**config.mk**
```make
export PLATFORM = sky130hd
export DESIGN_NAME = bbc_back
export DESIGN_NICKNAME = d
export VERILOG_FILES = /design/src/hdl/bbc_pkg.sv /design/src/hdl/bbc_ram.sv /design/src/hdl/bbc_back.sv
export SDC_FILE = /design/constraint.sdc
export NUM_CORES = 1
export LEC_CHECK = 0
export BUFFER_PORTS_ARGS = -buffer_cell sky130_fd_sc_hd__buf_2
export CAP_MARGIN = 10
export CORE_ASPECT_RATIO = 1.5
export CORE_MARGIN = 4
export CORE_UTILIZATION = 33
export CTS_CLUSTER_SIZE = 40
export DETAILED_ROUTE_END_ITERATION = 10
export GPL_ROUTABILITY_DRIVEN = 0
export PLACE_DENSITY_LB_ADDON = 0.05
export SYNTH_ARGS = -nofsm -noshare
export SYNTH_HDL_FRONTEND = slang
export SYNTH_HIERARCHICAL = 1
export SYNTH_SLANG_ARGS = --single-unit
```
**constraint.sdc**
```tcl
create_clock -name clk -period 4.2 [get_ports clk]
set_clock_uncertainty 0.1 [all_clocks]
set_input_delay 0.42 -clock clk [delete_from_list [all_inputs] [get_ports clk]]
set_output_delay 0.42 -clock clk [all_outputs]
set_load 0.005 [all_outputs]
```
**src/hdl/bbc_pkg.sv**
```systemverilog
// ----------------------------------------------------------------------------
// bbc_pkg: shared types and constants for the bracket balance checker
// Character codes, bracket kinds and the command word passed from the
// classifier to the stack engine.
// ----------------------------------------------------------------------------
package bbc_pkg;

  localparam int STACK_DEPTH_DEFAULT = 64;
  localparam int QUEUE_DEPTH         = 2;
  localparam int COUNT_W             = 7;

  localparam logic [7:0] CHAR_OPEN_PAREN    = 8'h28;  // (
  localparam logic [7:0] CHAR_CLOSE_PAREN   = 8'h29;  // )
  localparam logic [7:0] CHAR_OPEN_SQUARE   = 8'h5B;  // [
  localparam logic [7:0] CHAR_CLOSE_SQUARE  = 8'h5D;  // ]
  localparam logic [7:0] CHAR_OPEN_CURLY    = 8'h7B;  // {
  localparam logic [7:0] CHAR_CLOSE_CURLY   = 8'h7D;  // }

  typedef logic [1:0] kind_t;

  localparam kind_t KIND_PAREN  = 2'd0;
  localparam kind_t KIND_SQUARE = 2'd1;
  localparam kind_t KIND_CURLY  = 2'd2;

  // One command for the stack engine
  typedef struct packed {
    logic  push;
    logic  pop;
    kind_t kind;
    logic  last;
  } cmd_t;

endpackage

```
**src/hdl/bbc_ram.sv**
```systemverilog
// ----------------------------------------------------------------------------
// bbc_ram: generic single-port-write, single-port-read RAM
// One write and one registered read per cycle.
// ----------------------------------------------------------------------------
module bbc_ram #(
  parameter int WIDTH = 2,
  parameter int DEPTH = 64
) (
  input  logic                     clk,
  input  logic                     we,
  input  logic [$clog2(DEPTH)-1:0] waddr,
  input  logic [WIDTH-1:0]         wdata,
  input  logic [$clog2(DEPTH)-1:0] raddr,
  output logic [WIDTH-1:0]         rdata
);

  logic [WIDTH-1:0] mem [DEPTH];

  always_ff @(posedge clk) begin
    if (we) begin
      mem[waddr] <= wdata;
    end
    rdata <= mem[raddr];
  end

endmodule

```
**src/hdl/bbc_back.sv**
```systemverilog
// ----------------------------------------------------------------------------
// bbc_back: bracket stack engine
// Top of stack and the entry below it live in registers; deeper entries in
// RAM, prefetched one pop ahead. Holds the result register.
// ----------------------------------------------------------------------------
module bbc_back #(
  parameter int STACK_DEPTH = bbc_pkg::STACK_DEPTH_DEFAULT
) (
  input  logic                        clk,
  input  logic                        rst,
  input  logic                        q_valid,
  output logic                        q_ready,
  input  bbc_pkg::cmd_t               q_word,
  output logic                        result_valid,
  input  logic                        result_ready,
  output logic                        balanced,
  output logic                        mismatch_seen,
  output logic [bbc_pkg::COUNT_W-1:0] unclosed_count,
  output logic                        overflow
);

  localparam int LW = $clog2(STACK_DEPTH + 1);
  localparam int AW = $clog2(STACK_DEPTH);

  logic [LW-1:0]  level;
  logic [LW-1:0]  level_next;
  bbc_pkg::kind_t tos;
  bbc_pkg::kind_t sec_reg;
  bbc_pkg::kind_t sec_cur;
  bbc_pkg::kind_t ram_rdata;
  logic           use_ram;
  logic           mismatch;
  logic           mismatch_next;
  logic           ovf;
  logic           ovf_next;
  logic           take;
  logic           is_full;
  logic           is_empty;
  logic           do_push;
  logic           do_pop;
  logic           do_mis;
  logic           do_ovf;
  logic [LW-1:0]  waddr_full;
  logic [LW-1:0]  raddr_full;

  // Stall only a word marked last while an undelivered result is held
  assign q_ready = ~q_word.last | ~result_valid | result_ready;
  assign take    = q_valid & q_ready;

  assign is_full  = level == LW'(STACK_DEPTH);
  assign is_empty = level == '0;
  // Entry below the top: fresh RAM data right after a pop, else the register
  assign sec_cur  = use_ram ? ram_rdata : sec_reg;

  assign do_push = take & q_word.push & ~is_full;
  assign do_ovf  = take & q_word.push & is_full;
  assign do_pop  = take & q_word.pop & ~is_empty & (tos == q_word.kind);
  assign do_mis  = take & q_word.pop & ~do_pop;

  always_comb begin
    level_next = level;
    if (do_push) begin
      level_next = level + 1'b1;
    end else if (do_pop) begin
      level_next = level - 1'b1;
    end
  end

  assign mismatch_next = mismatch | do_mis;
  assign ovf_next      = ovf | do_ovf;

  // On push the old top goes to entry level-1; on pop entry level-3 is fetched
  assign waddr_full = level - 1'b1;
  assign raddr_full = level - LW'(3);

  bbc_ram #(
    .WIDTH ($bits(bbc_pkg::kind_t)),
    .DEPTH (STACK_DEPTH)
  ) u_stack_ram (
    .clk   (clk),
    .we    (do_push & ~is_empty),
    .waddr (waddr_full[AW-1:0]),
    .wdata (tos),
    .raddr (raddr_full[AW-1:0]),
    .rdata (ram_rdata)
  );

  always_ff @(posedge clk) begin
    if (rst) begin
      level        <= '0;
      mismatch     <= 1'b0;
      ovf          <= 1'b0;
      use_ram      <= 1'b0;
      result_valid <= 1'b0;
    end else begin
      use_ram <= do_pop;
      if (take && q_word.last) begin
        level        <= '0;
        mismatch     <= 1'b0;
        ovf          <= 1'b0;
        result_valid <= 1'b1;
      end else begin
        level    <= level_next;
        mismatch <= mismatch_next;
        ovf      <= ovf_next;
        if (result_ready) begin
          result_valid <= 1'b0;
        end
      end
    end
  end

  always_ff @(posedge clk) begin
    if (do_push) begin
      tos <= q_word.kind;
    end else if (do_pop) begin
      tos <= sec_cur;
    end
    sec_reg <= do_push ? tos : sec_cur;
    if (take && q_word.last) begin
      balanced       <= ~mismatch_next & ~ovf_next & (level_next == '0);
      mismatch_seen  <= mismatch_next;
      unclosed_count <= bbc_pkg::COUNT_W'(level_next);
      overflow       <= ovf_next;
    end
  end

endmodule

```
## Yosys cells after proc, flatten, opt, wreduce, memory -nomap -nowiden

Memory sizes are Yosys's and may differ from the RTL's. A register that Yosys moved wholly into a read port is not among the register bits.
Cells that the tools add are included.

| word-level totals | value |
|---|---|
| memory bits (writable) | 128 |
| word-level logic and storage cells | 55 |
| input bits | 9 |
| bits in registers | 25 |
| memories kept | 1 |

| operators by class | value |
|---|---|
| bitwise logic cells | 22 |
| reductions and logical operators | 6 |
| eq/ne operators | 2 |
| $add $sub $neg | 3 |
| mux-type cells | 10 |

Memories:

| name | depth | bits a word | rd ports | clocked after memory_dff | wr ports | line | RTL |
|---|---|---|---|---|---|---|---|
| u_stack_ram.mem | 64 | 2 | 1 | 1 | 1 | bbc_ram.sv:17 | `logic [WIDTH-1:0] mem [DEPTH];` |

Operators with widths:

| cell | count |
|---|---|
| $logic_not A7 Y1 | 2 |
| $mux W7 | 2 |
| $and A1 B1 Y1 | 11 |
| $mux W2 | 4 |
| $add A7 B1 Y7 const B | 1 |
| $eq A7 B7 Y1 const B | 1 |
| $not A1 Y1 | 7 |
| $sub A7 B1 Y7 const B | 1 |
| $sub A6 B2 Y6 const B | 1 |
| $mux W1 | 4 |
| $or A1 B1 Y1 | 4 |
| $reduce_bool A2 Y1 | 2 |
| $eq A2 B2 Y1 | 1 |
| $reduce_or A2 Y1 | 1 |
| $logic_and A1 B1 Y1 | 1 |

## Logic depth before layout (Yosys ltp)

| logic depth | value |
|---|---|
| depth after elaboration | 13 |
| gate-level depth with buffers | 9 |
| mapped depth without buffers | 8 |

## Hierarchy

Netlist, hierarchy kept.

Modules (own cells, without submodules):

| module | area an instance (um^2) | seq. area each (um^2) | times used | cells an instance |
|---|---|---|---|---|
| bbc_ram | 5397.7 | 3883.7 | 1 | 324 |
| bbc_back | 1425.1 | 620.6 | 1 | 144 |

## Least setup slack after synthesis

OpenSTA, ideal clock, no wires.

| path | value |
|---|---|
| path kind | register to register |
| start | reg tos[1] |
| end | reg balanced (data pin) |
| slack | 1237 ps |
| clock period less this slack | 2963 ps |
| stages on the path, launching flop included | 7 |
| data arrival time | 2693 ps |
| required time | 3930 ps |
| setup time | 170 ps |
| path through | edfxtp_1 -> xnor2_1 -> and4b_1 -> nand3b_1 -> o221a_1 -> or4_1 -> nor4_2 |

| on the way | value |
|---|---|
| elaborated cells on any way between the ends | 11 |
| those cells by class | eq/ne: 1; mux: 2; bitwise: 7; reduce/logical: 1 |

RTL lines:

| element | line | RTL |
|---|---|---|
| start: declaration | bbc_back.sv:27 | `bbc_pkg::kind_t tos;` |
| start signal: assignment | bbc_back.sv:115 | `tos <= q_word.kind;` |
| start signal: assignment | bbc_back.sv:117 | `tos <= sec_cur;` |
| $eq A2 B2 Y1 | bbc_back.sv:57 | `assign do_pop = take & q_word.pop & ~is_empty & (tos == q_word.kind);` |
| $and A1 B1 Y1 | bbc_back.sv:57 |  |
| $mux W7 | bbc_back.sv:64 | `end else if (do_pop) begin` |
| $mux W7 | bbc_back.sv:62 | `if (do_push) begin` |
| net level_next[4] | bbc_back.sv:26 | `logic [LW-1:0] level_next;` |
| $logic_not A7 Y1 | bbc_back.sv:121 | `balanced <= ~mismatch_next & ~ovf_next & (level_next == '0);` |
| $and A1 B1 Y1 | bbc_back.sv:121 |  |
| end signal: assignment | bbc_back.sv:121 |  |
| end: declaration | bbc_back.sv:16 | `output logic balanced,` |

The timed path passes the listed nets, and every way through them passes these cells.
A chain may end at the register's enable or synchronous reset.

## Worst setup path after layout

| path | value |
|---|---|
| start | reg level[0] |
| end | mem u_stack_ram.mem[60][1], enable pin |

| on the way | value |
|---|---|
| elaborated cells on any way between the ends | 9 |
| those cells by class | add/sub: 1; eq/ne: 1; mux: 2; bitwise: 4; reduce/logical: 1 |

RTL lines:

| element | line | RTL |
|---|---|---|
| start: declaration | bbc_back.sv:25 | `logic [LW-1:0] level;` |
| start signal: assignment | bbc_back.sv:103 | `level <= level_next;` |
| $sub A7 B1 Y7 | bbc_back.sv:73 | `assign waddr_full = level - 1'b1;` |
| net waddr_full[4] | bbc_back.sv:43 | `logic [LW-1:0] waddr_full;` |
| end: declaration | bbc_ram.sv:17 |  |

The timed path passes the listed nets, and every way through them passes these cells.

==> metrics.csv <==
stage,metric,value,unit
outcome,status,finished clean,
sta,Slew HR,35.4,%
critical_path,crit-path max FO,15,
global_routing,total track usage,15.6,%
cells_and_area,max reg flops,128,
critical_path,Register-to-Register Path Depth,7,
power_and_ir_drop,P_leak,0.00258,µW
global_routing,vias in the first global route,4371,
power_and_ir_drop,Pwr Total,3700,µW
floorplanning,site row count,64,
power_and_ir_drop,VDD IR-drop max,0.000280,V
floorplanning,Top Ports,21,
cells_and_area,layout cell share with drive strength beyond 1,19.9,%
placement,Post-DP Area,7230,µm²
yosys,synthesized flop and latch total,155,
clocking,clk sink count,155,
hold_path,worst hold endpoint,result_valid,
yosys,synth warn,6,
yosys,top post-synthesis cells by area,"edfxtp_1 (62%), mux4_2 (9.6%), dfxtp_1 (4.4%)",
sta,endpoints failing hold,0,
critical_path,Worst setup SP type,register,
yosys,commonest cells in the netlist,"edfxtp_1 (140), nor2_1 (80), mux4_2 (29)",
power_and_ir_drop,Pwr per Cell Area,472,nW/µm²
cells_and_area,fin cells,776,
routing,Avg WL per Cell,22.2,µm
clocking,Clock Path Buffers,2,
cells_and_area,area delta synth->final,14.9,%
clocking,post-CTS sizing,0,
floorplanning,Die Y-Extent,184,µm
yosys,Synth Area per Inst,14.6,µm²
placement,DP Cell Count,744,
floorplanning,core area,20300,µm²
critical_path,Worst R2R End,u_stack_ram/mem[60][1],
sta,period utilization,81.6,%
hold_path,worst hold start,rst,
global_routing,antenna violations before repair,0,
yosys,Cells after Synth,468,
clocking,postcts setup bufs,0,
clocking,CTS Buf Count,17,
global_routing,grt ovf,0,
placement,detailed placement HPWL,11.5,mm
cells_and_area,Nets,511,
sta,Peak Freq,0.292,GHz
clocking,CTS tree,built,
cells_and_area,Top reg by flops,u_stack_ram/mem,
critical_path,worst r2r src,level[0],
sta,Slew @ Worst Pin,0.962,ns
routing,total number of vias,4027,
yosys,synth unique cells,61,
yosys,Synth area leader,edfxtp_1,
hold_path,HP Class,in2reg,
hold_path,hold path cells,2,
critical_path,CP arrival,3.45,ns
sta,Setup TNS,0,ns
global_routing,largest net degree at the start of global routing,66,
critical_path,Worst Setup Path Type,reg2reg,
floorplanning,starting density of the core,33.5,%
yosys,Post-synth top flop,edfxtp_1,
yosys,top-count cell post-synth,edfxtp_1,
critical_path,Required @ worst endpoint,4.22,ns
yosys,syn_nets,480,
yosys,top-area cell type share of the netlist area,61.6,%
critical_path,R2R setup slack,0.77,ns
routing,Initial DRC Count,295,
cells_and_area,design area,7840,µm²
routing,drt drc,0,
routing,Via density,5.19,
clocking,number of H-tree levels,4,
run,Max Cap Violations,0,
routing,TritonRoute pass-1 iters,4,
routing,WL final,17.2,mm
global_routing,first-pass GRT wire length,26.3,mm
clocking,Root Driver,clkbuf_16,
yosys,Async SR Flop Fraction,0,%
cells_and_area,fillcell total,1963,
sta,minimum clock period,3.43,ns
placement,Setup WS pre-CTS,0.730,ns
clocking,clock slew at reported path FFs,0.06,ns
sta,# setup viols final,0,
cells_and_area,Largest regs,"u_stack_ram/mem x128, level x7, unclosed_count x7",
placement,Buffers on Ports,20,
cells_and_area,n_diodes,0,
floorplanning,die area,23100,µm²
sta,RSZ-0062 raised after global routing,no,
floorplanning,die width,125,µm
critical_path,Crit. End Element,register,
yosys,sequential cell area fraction in the yosys report,66.0,%
sta,max-slew violation count,0,
clocking,hold buffers post-CTS,0,
yosys,Synth Cell Area,6820,µm²
clocking,Worst-Skew Late Latency,0.43,ns
routing,Routed Antenna Nets,0,
sta,final worst setup slack,0.771,ns
yosys,Post-synth EDFFs,140,
worst max-delay path by stage:
stage / from / endpoint
6_report: level[0] / u_stack_ram/mem[60][1]
5_1_grt: level[0] / u_stack_ram/mem[58][0]
3_3_place_gp: level[0] / u_stack_ram/mem[60][0]
2_1_floorplan: tos[1] / balanced
4_1_cts: level[0] / u_stack_ram/mem[56][0]
3_5_place_dp: level[0] / u_stack_ram/mem[60][0]
metrics by stage:
| step | utilization (%) | hold WS, ns |
|---|---|---|
| 3_3_place_gp | 35.6 | 0.384 |
| 2_1_floorplan | - | 0.350 |
| 6_report | 38.6 | 0.105 |
| 5_1_grt | 38.6 | 0.0894 |
| 3_5_place_dp | 35.6 | 0.387 |
| 4_1_cts | 38.6 | 0.0857 |
kinds of logic (layout without fill, tap and decap cells):
kind of cell               Yosys count  after routing  synth area share, %
and+or+nand+nor                    176            176                 12.8
DFF                                155            155                 66.0
AOI/OAI and AO/OA                   53             53                 5.76
muxes                               38             38                 10.9
buffers and inverters               29             73                 2.15
xor gates and xnor gates            14             14                 1.80
adders and majority gates            3              3                0.550
metal layers:
layer	part of all wire [%]	wire length [µm]	vias up	global-route usage, %
li1	-	-	1859	-
met1	38	6550	2082	16.6
met2	58	9990	65	30.0
met3	2.3	397	21	3.31
met4	1.8	313	0	5.56
met5	0	0	-	0
cell usage in the layout, fill, tap and decap left out, drive strengths merged, types with 3 or more instances in the layout:
master,Yosys,routed
nor4,3,3
a22oi,6,6
nand2b,6,6
o211ai,3,3
bufinv,0,4
a311oi,3,3
nand2,27,27
ha,3,3
a21oi,7,7
nor3,4,4
o21a,5,5
o21ai,6,6
nor2b,8,8
nor2,80,80
clkbuf,13,18
or4,3,3
a22o,3,3
or2,3,3
nand4,4,4
edfxtp,140,140
inv,8,8
xnor2,6,6
nand3,11,11
dfxtp,15,15
clkinvlp,0,3
or3,3,3
mux2i,7,7
nand3b,5,5
buf,8,33
and2,9,9
mux4,29,29
a211oi,4,4
clkinv,0,7
xor2,8,8
critical path, stage by stage, from the launching register on:
cell and delay (ns):
dfxtp_1 0.38, inv_2 0.39, ha_1 0.29, inv_1 0.07, or3_1 0.32, xnor2_1 0.76, nand3_1 0.51, nor2_1 0.30
power breakdown:
part	internal, µW	leakage [µW]	switching, µW	total (µW)
combinational	145	0.000910	252	396
clock	983	0.000288	590	1570
sequential	1720	0.00138	14.0	1730
layout make-up:
cell class | instances | area [µm²] | area share (%)
clock inverters | 14 | 178 | 2.27
inverters | 8 | 30.0 | 0.383
flip-flops and latches | 155 | 4500 | 57.4
well taps | 264 | 330 | 4.21
multi-input cells | 284 | 2170 | 27.7
repair buffers | 33 | 198 | 2.52
clock buffers | 18 | 429 | 5.47
Power figures use the tool's default switching activity.
